==> config.mk <==
export PLATFORM = sky130hd
export DESIGN_NAME = snd_queue
export DESIGN_NICKNAME = d
export VERILOG_FILES = /design/src/design/second_nearest_distance_macros.svh /design/src/design/snd_pkg.sv /design/src/design/snd_queue.sv
export SDC_FILE = /design/constraint.sdc
export NUM_CORES = 1
export LEC_CHECK = 0
export ABC_AREA = 1
export BUFFER_PORTS_ARGS = -buffer_cell sky130_fd_sc_hd__clkbuf_2
export CAP_MARGIN = 20
export CORE_AREA = 3 3 148 114
export DETAILED_ROUTE_END_ITERATION = 10
export DIE_AREA = 0 0 151 117
export GPL_ROUTABILITY_DRIVEN = 0
export HOLD_SLACK_MARGIN = 0.1
export PLACE_DENSITY = 0.77
export SETUP_SLACK_MARGIN = 0.2
export SLEW_MARGIN = 20
export SYNTH_ARGS = -nofsm -noshare
export SYNTH_HDL_FRONTEND = slang
export SYNTH_SLANG_ARGS = --single-unit
==> constraint.sdc <==
create_clock -name clk -period 2.7 [get_ports clk]
set_input_delay 0.135 -clock clk [delete_from_list [all_inputs] [get_ports clk]]
set_output_delay 0.135 -clock clk [all_outputs]
set_load 0.02 [all_outputs]
==> src/design/second_nearest_distance_macros.svh <==
// assertion macros for the second nearest distance block
`ifndef SECOND_NEAREST_DISTANCE_MACROS_SVH
`define SECOND_NEAREST_DISTANCE_MACROS_SVH

// same-cycle implication, checked out of reset
`define SND_ASSERT_NOW(label, ante, cons, msg) \
  label: assert property (@(posedge clk) disable iff (rst) (ante) |-> (cons)) \
    else $error(msg);

// next-cycle implication, checked out of reset
`define SND_ASSERT_NEXT(label, ante, cons, msg) \
  label: assert property (@(posedge clk) disable iff (rst) (ante) |=> (cons)) \
    else $error(msg);

`endif

==> src/design/snd_pkg.sv <==
// types and constants shared by the second nearest distance modules
package snd_pkg;

  localparam int COORD_BITS = 24;
  localparam int SQ_BITS    = 50;
  localparam int DIST_BITS  = 25;
  localparam int MAG_W      = COORD_BITS + 1;
  localparam int SQP_W      = 2 * MAG_W;
  localparam int SUM_W      = SQP_W + 2;
  localparam int QDEPTH     = 4;
  localparam int QPTR_W     = $clog2(QDEPTH);
  localparam int QCNT_W     = $clog2(QDEPTH + 1);
  localparam int ROOT_W     = SQ_BITS;

  localparam logic [SQ_BITS-1:0] SQ_MAX = {SQ_BITS{1'b1}};

  typedef struct packed {
    logic                         first;
    logic                         last;
    logic signed [COORD_BITS-1:0] query_x;
    logic signed [COORD_BITS-1:0] query_y;
    logic signed [COORD_BITS-1:0] query_z;
    logic signed [COORD_BITS-1:0] cand_x;
    logic signed [COORD_BITS-1:0] cand_y;
    logic signed [COORD_BITS-1:0] cand_z;
  } item_t;

  typedef struct packed {
    logic [DIST_BITS-1:0] distance;
    logic [SQ_BITS-1:0]   second_sq_distance;
    logic                 too_few;
  } result_t;

  typedef struct packed {
    logic [SQ_BITS-1:0] second_sq;
    logic               too_few;
  } entry_t;

  typedef struct packed {
    logic [QCNT_W-1:0] count;
    logic              empty;
    logic              full;
  } q_stat_t;

  function automatic logic [MAG_W-1:0] abs_diff(input logic [COORD_BITS-1:0] a,
                                                input logic [COORD_BITS-1:0] b);
    logic [MAG_W-1:0] d;
    d = {a[COORD_BITS-1], a} - {b[COORD_BITS-1], b};
    return d[MAG_W-1] ? (~d + MAG_W'(1)) : d;
  endfunction

endpackage

==> src/design/snd_queue.sv <==
// small fifo of finished runs between front and back
module snd_queue import snd_pkg::*; (
  input  logic    clk,
  input  logic    rst,
  input  logic    push,
  input  entry_t  push_data,
  input  logic    pop,
  output entry_t  pop_data,
  output q_stat_t stat
);

  entry_t            mem [QDEPTH];
  logic [QPTR_W-1:0] head, tail;
  logic [QCNT_W-1:0] count;

  assign pop_data   = mem[head];
  assign stat.count = count;
  assign stat.empty = count == '0;
  assign stat.full  = count == QCNT_W'(QDEPTH);

  always_ff @(posedge clk) begin
    if (push) begin
      mem[tail] <= push_data;
    end
  end

  always_ff @(posedge clk) begin
    if (rst) begin
      head  <= '0;
      tail  <= '0;
      count <= '0;
    end else begin
      if (push) begin
        tail <= tail + QPTR_W'(1);
      end
      if (pop) begin
        head <= head + QPTR_W'(1);
      end
      count <= count + QCNT_W'(push) - QCNT_W'(pop);
    end
  end

endmodule

==> Word-level counts from Yosys, hierarchy flattened <==
Memory sizes are Yosys's and may differ from the RTL's. A register that Yosys moved wholly into a read port is not among the register bits.
Cells that the tools add are included.
{ "classes": {"add_sub_neg": 4, "mul": 0, "n_div": 0, "n_lt_le_gt_ge": 0, "n_eq_ne": 1, "shifts": 0, "mux": 4, "bitwise": 0, "n_reduce_logical": 1} }
{ "ops": {"columns": ["cell", "n"], "rows": [
  ["$add A2 B1 Y2 const B", 2],
  ["$mux W2", 2],
  ["$add A3 B1 Y3", 1],
  ["$eq A3 B3 Y1 const B", 1],
  ["$logic_not A3 Y1", 1],
  ["$sub A3 B1 Y3", 1],
  ["$mux W1", 2]
]} }
{ "word_totals": {"register_bits": 7, "latchBits": 0, "ram_bits": 204, "romBits": 0, "n_memories": 1} }
{ "mem_list": {"columns": ["memory", "depth", "width", "rd", "rd_clocked_by_memory_dff", "wr", "line_no", "source"], "rows": [
  ["mem", 4, 51, 1, 1, 1, "snd_queue.sv:12", "entry_t mem [QDEPTH];"]
]} }

==> Longest topological paths before layout <==
{ "depth": {"depth_word": 3, "ltp_mapped": 8, "ltp_nobuf": 8} }

==> Worst setup path before layout <==
OpenSTA, ideal clock, no wires.
{ "synth_timing": {"kind": "reg-to-reg", "from": "register tail[0]", "to": "memory mem[2][0] in the netlist's numbering (enable)", "setup_ns": 0.405, "arrival_ns": 1.585, "required_ns": 2.295, "setup_slack_ns": 0.710, "path_stages_with_launch": 5, "n_path_buf": 0, "synth_period_minus_slack_ns": 1.990, "cell_sequence": "dfxtp_1 > inv_1 > ha_1 > nand2_1 > inv_1"} }
{ "synth_lines": {"columns": ["item", "line_no", "source"], "rows": [
  ["from (decl)", "snd_queue.sv:13", "logic [QPTR_W-1:0] head, tail;"],
  ["from (signal assigned)", "snd_queue.sv:34", "tail <= tail + QPTR_W'(1);"],
  ["to (decl)", "snd_queue.sv:12", null]
]} }
No word-level cell before the write port.

==> results.json <==
{
  "status": "finished, final reports clean",
  "post-synth-top-count-cell": "edfxtp_1",
  "r2r-start": "tail[0]",
  "finalMaxSlewViolations": 0,
  "ys_seq_area_share_pct": 74.46,
  "hpwl_um": 9935,
  "power.share.clock_pct": 36.6,
  "fin_ws_ns": 0.4353,
  "dp_cells": 941,
  "yosys.area.top_type_share_pct": 72.33,
  "final_nets": 875,
  "core_area_um2": 15320,
  "fmax_mhz": 441.6,
  "intPower_mw": 5.656,
  "yosysTopAreaCell": "edfxtp_1",
  "rsz0062_at_grt": "no",
  "synth-async-reset-ratio_pct": 0,
  "dieWidth_um": 151,
  "cp.arrival_ns": 2.13,
  "vias": 5251,
  "firstDrtPassIters": 5,
  "hold_viol": 0,
  "setup.worst_path.class": "register to primary output",
  "grt_first_pass_wirelength_um": 26160,
  "clock-sinks": 213,
  "routed_wl_um": 16440,
  "yosysWarnings": 0,
  "maxCapViolCount": 0,
  "crit_path_max_fanout": 57,
  "worst_pin_slew_ns": 0.6577,
  "crit_end": "pop_data[10]",
  "final.period_utilization_pct": 83.88,
  "r2r-end": "mem[2][44]",
  "seqPwrFrac_pct": 51.8,
  "io-pin-count": 111,
  "die_area_um2": 17670,
  "grtUsageMet1_pct": 23.67,
  "hp-class": "primary input to register",
  "viasPerCell": 5.083,
  "grt_util_met3_pct": 3.772,
  "worst-endpoint-required_ns": 2.57,
  "p_leak_nw": 4.131,
  "r2r.worst_path.cells": 5,
  "synth-edff-count": 204,
  "reg2reg_slack_ns": 0.93,
  "met2_usage_pct": 33.77,
  "relSlewSlack_pct": 56.09,
  "syn2layout_area_growth_pct": 22.29,
  "endpoint_kind": "primary output",
  "ys_types": 18,
  "cts_tree": "yes",
  "layout.cells.non_filler": 1033,
  "wl_per_cell_um": 15.91,
  "p_comb_share_pct": 11.6,
  "clk_pin_slew_ns": 0.06,
  "fin_util_pct": 67.60,
  "ant_nets": 0,
  "antenna_found_initial": 1,
  "ys_ff_latch": 213,
  "synthTopCellsByArea": "edfxtp_1, inv_1, nand2_1, o211ai_1, a21oi_1",
  "grt_max_degree": 85,
  "port_buffers": 110,
  "ir_drop_mv": 0.5481,
  "grt_pass1_vias": 5364,
  "syn_area_um2": 8469,
  "synthCells": 651,
  "cts_buffer_depth": 3,
  "ys.flop_type": "edfxtp_1",
  "synthTopCellsByCount": "edfxtp_1, inv_1, nand2_1",
  "grt_usage_pct": 18.99,
  "cts-root-buf": "clkbuf_16",
  "tns_ns": 0,
  "power.density_nw_per_um2": 718.3,
  "setup_viol": 0,
  "holdWs_ns": 0.3944,
  "initialDrtViolationCount": 420,
  "initial_core_util_pct": 55.28,
  "synthesis.nets": 713,
  "startpoint_type": "register",
  "die-height_um": 117,
  "numCtsBuffers": 21,
  "swShare_pct": 23.98,
  "htree_levels": 1,
  "drive_gt1_share_pct": 18.62,
  "switchingPower_mw": 1.784,
  "skew_ns": 0.007863,
  "pre_cts_ws_ns": 0.9316,
  "busiest_layer": "met2",
  "drc_errors": 0,
  "rows": 39,
  "clock_latency_ns": 0.48,
  "grt_overflow": 0,
  "fin_crit_ns": 2.265,
  "synth_area_per_cell_um2": 13.01
}
-- metrics by stage --
stage	instance area [um^2]	power, mW
6_report	10360	7.440
5_1_grt	10360	7.742
4_1_cts	10350	7.485
3_5_place_dp	9170	4.725
3_3_place_gp	9170	4.681
2_1_floorplan	8469	4.422
-- registers in the layout, summed over array words and instances, names as in the netlist, named ones only --
name / count
count: 3
head: 2
mem: 204
tail: 2
-- what timing repair did --
item / 4_1_cts / 5_1_grt
hold endpoints to repair: 213 / 0
hold buffers: 54 / 0
buffers inserted: 0 / 0
gates resized for setup: 0 / 0
-- layout make-up --
| class | count | area [um^2] |
|---|---|---|
| Clock inverter | 10 | 76.32 |
| Antenna cell | 1 | 2.502 |
| Inverter | 118 | 442.9 |
| Clock buffer | 27 | 568.0 |
| Timing Repair Buffer | 173 | 1221 |
| Fill cell | 1073 | 4965 |
| Tap cell | 205 | 256.5 |
| Sequential cell | 213 | 6314 |
| Multi-Input combinational cell | 286 | 1476 |
-- how the worst min path moves through the flow --
| stage | from | to | slack (ns) | cells after the start |
|---|---|---|---|---|
| after floorplan | rst | count[0] | 0.21 | 1 |
| after global placement | rst | count[1] | 0.33 | 2 |
| after detailed placement | rst | count[1] | 0.34 | 2 |
| after CTS | rst | count[1] | 0.38 | 3 |
| after global routing | rst | count[1] | 0.40 | 3 |
| final | rst | count[0] | 0.39 | 3 |
-- metal layers --
metal  wire (um)  share of wire [%]
met4         492                3.0
met5           0                  0
met2        8206                 50
met1        6701                 41
met3        1039                6.3
-- kinds of logic (layout without fill, tap and decap cells) --
logic type | count (synthesis) | in the layout | share of synthesized area, %
other | 0 | 1 | 0
buffers and inverters | 152 | 328 | 8.110
adder cells (fa/ha/maj) | 7 | 7 | 1.123
AND/OR/NAND/NOR | 116 | 116 | 5.171
flip-flops | 213 | 213 | 74.46
AO/OA/AOI/OAI | 163 | 163 | 11.14
-- power groups by stage --
stage | sequential (mW) | combinational, mW | clock (mW)
2_1_floorplan | 3.90 | 0.523 | 0
3_3_place_gp | 3.91 | 0.767 | 0
3_5_place_dp | 3.92 | 0.801 | 0
4_1_cts | 3.86 | 0.869 | 2.76
5_1_grt | 3.87 | 0.956 | 2.92
6_report | 3.85 | 0.863 | 2.72
-- critical path, stage by stage, from the launching register on --
cell and delay [ns]:
dfxtp_4 0.76, buf_4 0.41, o211ai_1 0.15, nand2_1 0.12
clkbuf_2 0.18
-- cells in the final DEF (no fill, tap or decap) --
master	Yosys	routed
clkinv_1	0	4
edfxtp_1	204	204
fa_1	1	1
clkbuf_16	0	21
clkbuf_1	1	4
a21oi_1	57	57
dfxtp_4	0	2
nor2_1	4	4
inv_8	0	1
diode_2	0	1
buf_4	3	4
clkbuf_8	0	2
o21ai_0	45	45
clkinv_2	0	4
o21ai_1	10	10
o211ai_1	51	51
inv_1	118	114
clkbuf_2	0	110
nand3_1	1	1
bufinv_16	0	1
buf_12	0	5
dfxtp_1	9	7
nor3_1	1	1
dlygate4sd3_1	0	54
nand2_1	110	110
ha_1	6	6
inv_2	0	4
(Power assumes the default switching activity.)
