--- config.mk ---
export PLATFORM = sky130hd
export DESIGN_NAME = snd_back
export DESIGN_NICKNAME = d
export VERILOG_FILES = /design/src/design/second_nearest_distance_macros.svh /design/src/design/snd_pkg.sv /design/src/design/snd_back.sv
export SDC_FILE = /design/constraint.sdc
export NUM_CORES = 1
export LEC_CHECK = 0
export BUFFER_PORTS_ARGS = -buffer_cell sky130_fd_sc_hd__buf_2
export CORE_MARGIN = 2
export CORE_UTILIZATION = 44
export CTS_CLUSTER_DIAMETER = 100
export DETAILED_ROUTE_END_ITERATION = 16
export SLEW_MARGIN = 20
export SYNTH_ARGS = -nofsm -noshare
export SYNTH_HDL_FRONTEND = slang
export SYNTH_SLANG_ARGS = --single-unit
--- constraint.sdc ---
create_clock -name clk -period 7.1 [get_ports clk]
set_input_delay 1.065 -clock clk [delete_from_list [all_inputs] [get_ports clk]]
set_output_delay 1.065 -clock clk [all_outputs]
set_load 0.01 [all_outputs]
--- src/design/second_nearest_distance_macros.svh ---
// assertion macros for the second nearest distance block
`ifndef SECOND_NEAREST_DISTANCE_MACROS_SVH
`define SECOND_NEAREST_DISTANCE_MACROS_SVH

// same-cycle implication, checked out of reset
`define SND_ASSERT_NOW(label, ante, cons, msg) \
  label: assert property (@(posedge clk) disable iff (rst) (ante) |-> (cons)) \
    else $error(msg);

// next-cycle implication, checked out of reset
`define SND_ASSERT_NEXT(label, ante, cons, msg) \
  label: assert property (@(posedge clk) disable iff (rst) (ante) |=> (cons)) \
    else $error(msg);

`endif

--- src/design/snd_pkg.sv ---
// types and constants shared by the second nearest distance modules
package snd_pkg;

  localparam int COORD_BITS = 24;
  localparam int SQ_BITS    = 50;
  localparam int DIST_BITS  = 25;
  localparam int MAG_W      = COORD_BITS + 1;
  localparam int SQP_W      = 2 * MAG_W;
  localparam int SUM_W      = SQP_W + 2;
  localparam int QDEPTH     = 4;
  localparam int QPTR_W     = $clog2(QDEPTH);
  localparam int QCNT_W     = $clog2(QDEPTH + 1);
  localparam int ROOT_W     = SQ_BITS;

  localparam logic [SQ_BITS-1:0] SQ_MAX = {SQ_BITS{1'b1}};

  typedef struct packed {
    logic                         first;
    logic                         last;
    logic signed [COORD_BITS-1:0] query_x;
    logic signed [COORD_BITS-1:0] query_y;
    logic signed [COORD_BITS-1:0] query_z;
    logic signed [COORD_BITS-1:0] cand_x;
    logic signed [COORD_BITS-1:0] cand_y;
    logic signed [COORD_BITS-1:0] cand_z;
  } item_t;

  typedef struct packed {
    logic [DIST_BITS-1:0] distance;
    logic [SQ_BITS-1:0]   second_sq_distance;
    logic                 too_few;
  } result_t;

  typedef struct packed {
    logic [SQ_BITS-1:0] second_sq;
    logic               too_few;
  } entry_t;

  typedef struct packed {
    logic [QCNT_W-1:0] count;
    logic              empty;
    logic              full;
  } q_stat_t;

  function automatic logic [MAG_W-1:0] abs_diff(input logic [COORD_BITS-1:0] a,
                                                input logic [COORD_BITS-1:0] b);
    logic [MAG_W-1:0] d;
    d = {a[COORD_BITS-1], a} - {b[COORD_BITS-1], b};
    return d[MAG_W-1] ? (~d + MAG_W'(1)) : d;
  endfunction

endpackage

--- src/design/snd_back.sv ---
// back end: bit-pair square root of each queued run, then the result strobe
module snd_back import snd_pkg::*; (
  input  logic    clk,
  input  logic    rst,
  input  q_stat_t q_stat,
  input  entry_t  pop_data,
  output logic    pop,
  output logic    done,
  output result_t result
);

  typedef enum logic {IDLE, ROOT} state_t;

  state_t             state;
  logic [SQ_BITS-1:0] rem, bitpos, sq_hold;
  logic [ROOT_W-1:0]  root;
  logic               few_hold;
  logic [SQ_BITS-1:0] trial;
  logic [SQ_BITS-1:0] rem_next;
  logic [ROOT_W-1:0]  root_next;

  assign pop = (state == IDLE) && !q_stat.empty;

  always_comb begin
    trial     = SQ_BITS'(root) + bitpos;
    rem_next  = rem;
    root_next = root >> 1;
    if (rem >= trial) begin
      rem_next  = rem - trial;
      root_next = (root >> 1) + ROOT_W'(bitpos);
    end
  end

  always_ff @(posedge clk) begin
    if (rst) begin
      state <= IDLE;
      done  <= 1'b0;
    end else begin
      done <= 1'b0;
      case (state)
        IDLE: begin
          if (pop) begin
            state    <= ROOT;
            rem      <= pop_data.second_sq;
            sq_hold  <= pop_data.second_sq;
            few_hold <= pop_data.too_few;
            root     <= '0;
            bitpos   <= SQ_BITS'(1) << (SQ_BITS - 2);
          end
        end
        ROOT: begin
          rem    <= rem_next;
          root   <= root_next;
          bitpos <= bitpos >> 2;
          if (bitpos[0]) begin
            state                     <= IDLE;
            done                      <= 1'b1;
            result.distance           <= root_next[DIST_BITS-1:0];
            result.second_sq_distance <= sq_hold;
            result.too_few            <= few_hold;
          end
        end
        default: begin
          state <= IDLE;
        end
      endcase
    end
  end

endmodule

Word level (Yosys, flattened, before mapping)
Cells that the tools add are included.
{ "word_totals": {"register_bits": 279, "word_cells": 37, "input_bits": 58, "output_inout_bits": 78} }
{ "classes": {"addsub": 3, "n_reduce_logical": 7, "magnitude_cmp": 1, "eq_ne": 2, "bitwise": 2, "muxes": 12} }
{ "ops": {"columns": ["cell", "n"], "rows": [
  ["$pmux W50 S2", 3],
  ["$mux W50", 5],
  ["$add A49 B50 Y50", 1],
  ["$add A50 B50 Y50", 1],
  ["$ge A50 B50 Y1", 1],
  ["$sub A50 B50 Y50", 1],
  ["$reduce_and A3 Y1", 3],
  ["$mux W1", 3],
  ["$ne A2 B1 Y1 const B", 1],
  ["$ne A2 B2 Y1 const B", 1],
  ["$not A1 Y1", 2],
  ["$pmux W1 S2", 1],
  ["$reduce_and A2 Y1", 1],
  ["$reduce_or A2 Y1", 1],
  ["$logic_and A1 B1 Y1", 1],
  ["$logic_not A1 Y1", 1]
]} }

Logic depth before layout (Yosys ltp)
{ "logic_depth": {"ltp_word": 4, "mapped_depth": 26, "mapped_depth_nobuf": 22} }

Least setup slack after synthesis
No wires, ideal clock.
{ "synth_timing": {"path_kind": "register to register", "startpoint": "register bitpos[0]", "endpoint": "register rem[0], enable pin", "t_arrival_ns": 6.858, "path_buffers": 3, "period_less_slack_ns": 7.333, "setup_ns": 0.474, "stages_incl_launch_ff": 24, "required_ns": 6.626, "slack_ns": -0.233, "path_cell_list": "edfxtp_1 ha_1 ha_1 a21o_1 a31oi_1 o31ai_1 a211oi_2 o21ai_2 a21oi_2 o31ai_4 a221oi_1 xor2_1 ha_1 clkbuf_1 nand4_1 inv_1 and3_1 nand3_1 nor4_1 a41o_1 buf_2 buf_2 nor2_2 a21oi_1"} }
{ "synth_via": {"elab_chain_len": 4} }
{ "synth_lines": {"columns": ["element", "line_no", "source"], "rows": [
  ["from (decl)", "snd_back.sv:15", "logic [SQ_BITS-1:0] rem, bitpos, sq_hold;"],
  ["from (signal assigned)", "snd_back.sv:48", "bitpos <= SQ_BITS'(1) << (SQ_BITS - 2);"],
  ["from (signal assigned)", "snd_back.sv:54", "bitpos <= bitpos >> 2;"],
  ["$add A50 B50 Y50", "snd_back.sv:25", "trial = SQ_BITS'(root) + bitpos;"],
  ["$ge A50 B50 Y1", "snd_back.sv:28", "if (rem >= trial) begin"],
  ["$ne A2 B1 Y1 (no line)", null, null],
  ["$reduce_and A3 Y1 (no line)", null, null],
  ["to (signal assigned)", "snd_back.sv:44", "rem <= pop_data.second_sq;"],
  ["to (signal assigned)", "snd_back.sv:52", "rem <= rem_next;"],
  ["to (decl)", "snd_back.sv:15", null]
]} }
No other way between the ends.
A chain may end at the register's enable or synchronous reset.

Worst setup path in the final report
{ "layout_timing": {"startpoint": "register bitpos[0]", "endpoint": "register result[75] in the netlist's numbering (data pin)"} }
{ "layout_via": {"elab_chain_len": 3, "word_cells_on_any_way": 4, "classes_between": "add/sub: 2; order compare: 1; mux: 1"} }
{ "layout_lines": {"columns": ["element", "line_no", "source"], "rows": [
  ["$add A50 B50 Y50", "snd_back.sv:25", null],
  ["$ge A50 B50 Y1", "snd_back.sv:28", null],
  ["$mux W50 (*)", "snd_back.sv:28", null],
  ["named net root_next[24]", "snd_back.sv:20", "logic [ROOT_W-1:0] root_next;"],
  ["to (decl)", "snd_back.sv:9", "output result_t result"]
]} }
The timed path passes the listed nets; every way through them passes the cells marked *.

==> key figures <==
Global route
  • Total gr overflow: 0
  • Initial antenna violation count: 1
  • Largest net degree at the start of global routing: 76
  • GRT Resource Usage Total: approximately a fifth
  • Vias in the first global route: between 10k and 15k
  • First-pass GRT wire length: between 60000 and 70000 um

Yosys
  • Top cell type's share of synthesized area: between 40% and 50%
  • Dominant cells by area after synthesis: edfxtp_1 48%, ha_1 8.1%, xnor2_1 3.8%
  • Post-synth top area cell: edfxtp_1
  • Synth unique cells: 81
  • Synth async-reset ratio: 0%
  • Count leader, synth: edfxtp_1
  • Most frequent cells after synthesis: 252 x edfxtp_1, 106 x nand2_1, 102 x a21oi_1, 102 x ha_1, 87 x nor2_1
  • Flops & latches, synth: between 200 and 300
  • Syn Inst Count: roughly 1.5k
  • Syn Nets: approximately 1.6k
  • Most used flip-flop cell after synthesis: edfxtp_1
  • Post-Syn Area: 15800 um2
  • Post-synth EDFFs: 252
  • Yosys warning total: 0
  • Mean post-synth cell area: around 11 um2
  • Register area share after synthesis: 48.1%

Setup path
  • WP data required: 7.40 ns
  • Max stage delay on crit path: about 0.62 ns
  • Critical path data arrival time: 6.62 ns
  • Kind of end point of the critical path: flop
  • R2r endpoint: result[75]
  • Startpoint types: flop
  • R2R Path Start: bitpos[0]
  • Flop2flop setup slack: 0.78 ns
  • CP top delay family: compound AO/OA/AOI/OAI gates
  • Buf/Inv on CP: 0
  • Cell chain of the critical path: ha_1 -> ha_1 -> a21o_1 -> a31oi_1 -> o31ai_1 -> a211oi_2 -> o21ai_2 -> a21oi_2 -> o31ai_4 -> a21oi_1 -> nor4b_1 -> a311oi_1 -> ha_1 -> and3_1 -> nand3_1 -> nor4_1 -> a41oi_2 -> nand2_1 -> mux2_2
  • CP most frequent cell: ha_1
  • Peak fanout along the critical path: 11
  • Crit path kind: reg2reg
  • CP max-delay cell: o31ai_1
  • Worst Reg-to-Reg Cells: 19

Die
  • DIE HEIGHT: 194 um
  • Die X-Extent: roughly 190 um
  • Full die area: 37500 um2
  • Core box area: roughly 35000 um2
  • Row count: 69
  • Starting density of the core: between 40% and 50%
  • Ports: around 140

Finish
  • Layout cells sized above 1: between 15 and 20%
  • Ant diodes: 0
  • Layout fillers: 3232
  • Synth-to-layout area growth: 12.6%
  • Nets: roughly 1.7k
  • Final Core Density: 50.2%

STA
  • Clk_skew: between 0.01 and 0.015 ns
  • RSZ-0062 raised after global routing: false
  • Final hold viol count: 0
  • Min Clock Period, post-route: 6.32 ns
  • Fin crit share: 88.9%
  • Setup violations, final: 0
  • Least-Margin Pin Slew: a little over 1 ns
  • Setup TNS: 0 ns
  • Fmax: roughly 160 MHz
  • Slew Limit Fails: 0
  • Max-slew headroom at the worst pin: about 32%

CTS
  • Max H-tree Level: 1
  • CTS Sinks: approximately 250
  • Post-CTS setup repair buffer count: 0
  • Skew-Pair Late Insertion Delay: between 0.5 and 0.6 ns
  • CTS clk-pin slew, worst paths: 0.07 ns
  • Post-CTS resize count: 0
  • Cts bufs inserted: 27
  • Root Buffer: clkbuf_16
  • Maximum buffer depth of the clock tree: 3
  • # hold bufs at CTS: 0
  • CTS tree: built

Place
  • Placer Congestion: around 0.90
  • Port bufs: approximately 130
  • Post-DP HPWL: between 20000 and 30000 um

Pwr
  • Cell-internal power: around 3.2 mW
  • IR drop worst, VDD: 174 uV
  • Leakage: ~6.6 nW
  • Clock share of power: ~30%
  • Seq pwr share: between 30% and 40%
  • PwrDens: between 200 and 300 nW/um2
  • Switch Pwr: approximately 1.6 mW
  • Switching share of power: about a third
  • Comb power frac: approximately 31%

Drt
  • Via count: approximately 12k
  • First-pass detailed-route iteration total: 6
  • Via density: about 5.9
  • Iter 0 DRT Violations: about 1.1k
  • Drt wl/cell: 19.3 um
  • Drt total wl: about 40000 um
  • Routed Antenna Nets: 0
  • DRC: 0

Min path
  • Hold worst-path end: result[12]
  • Hold Crit Start: sq_hold[11]
  • Hold depth: 0
  • Hold Crit Class: reg2reg

Flow run
  • Max Cap Viol: 0

Run status
  • Status: finished clean
[flip-flops by register name (all words and copies together) (netlist names)]
signal,flops
sq_hold,50
few_hold,1
bitpos,25
root,50
result,76
done,1
state,1
rem,50
[power by group through the flow]
stage | combinational, mW | clock (mW) | sequential [mW]
floorplan | 1.11 | 0 | 1.87
global placement | 1.42 | 0 | 1.91
detailed placement | 1.43 | 0 | 1.91
CTS | 1.44 | 1.46 | 1.88
global route | 1.60 | 1.52 | 1.89
finish | 1.45 | 1.42 | 1.88
[kinds of logic after synthesis]
family / count (synthesis) / share of synthesized area, %
AOI/OAI and AO/OA: 408 / 17.5
buffers and inverters: 99 / 2.64
and+or+nand+nor: 443 / 14.2
muxes: 45 / 3.15
DFF: 254 / 48.1
xor gates and xnor gates: 115 / 6.36
adders and majority gates: 103 / 8.19
[routing by layer]
layer | global-route usage, % | wire, um
met1 | 31.2 | 19300
met2 | 31.7 | 17100
met4 | 5.06 | 709
met3 | 2.40 | 2520
met5 | 0 | 0
[worst reg2reg max path, stage by stage, from the launching register on]
cell	delay (ns)
edfxtp_1	0.51
ha_1	0.23
ha_1	0.18
a21o_1	0.15
a31oi_1	0.15
o31ai_1	0.62
a211oi_2	0.24
o21ai_2	0.30
a21oi_2	0.13
o31ai_4	0.33
a21oi_1	0.16
nor4b_1	0.34
a311oi_1	0.12
ha_1	0.43
and3_1	0.21
nand3_1	0.18
nor4_1	0.48
a41oi_2	0.53
nand2_1	0.40
mux2_2	0.38
[how the worst max path moves through the flow]
stage          startpoint    endpoint  slack (ns)  cells after the start
5_1_grt          root[12]    root[20]        0.31                     23
6_report        bitpos[0]  result[75]        0.78                     19
4_1_cts         bitpos[0]  result[75]        0.78                     20
3_3_place_gp    bitpos[0]     rem[40]        0.82                     21
2_1_floorplan   bitpos[0]      rem[0]        0.89                     23
3_5_place_dp    bitpos[0]  result[75]        0.81                     20
[metrics by stage]
step / hold slack (ns) / cells / total power [mW] / cell area [um2] / setup WS [ns]
final: 0.418 / 2056 / 4.75 / 17800 / 0.785
after global routing: 0.423 / 2056 / 5.02 / 17800 / 0.309
after CTS: 0.420 / 2056 / 4.78 / 17800 / 0.783
after detailed placement: 0.405 / 2006 / 3.34 / 16900 / 0.805
after global placement: 0.400 / 2006 / 3.32 / 16900 / 0.825
after floorplan: 0.400 / 1467 / 2.98 / 15800 / 0.893
[cells in the final DEF, fill, tap and decap left out, types with 16 or more instances in the layout]
cell type,n
nor2_1,86
clkbuf_16,27
mux2_2,39
nand4_1,33
buf_2,131
a31oi_1,54
edfxtp_1,252
nand2b_1,16
nand2_1,106
nor3_1,54
inv_1,30
nand3_1,40
ha_1,102
xor2_1,47
and2_1,33
a21oi_1,101
o21ai_0,62
xnor2_1,68
o21bai_1,22
a21o_1,36
[cell type report]
cell class                      count  area (um2)  area share [%]
Multi-Input combinational cell   1114        7840            44.0
Tap cell                          461         577            3.24
Inverter                           32         120           0.674
Timing Repair Buffer              145         786            4.41
Clock inverter                     20         200            1.12
Clock buffer                       30         687            3.86
Sequential cell                   254        7610            42.7
Power figures use the tool's default switching activity.
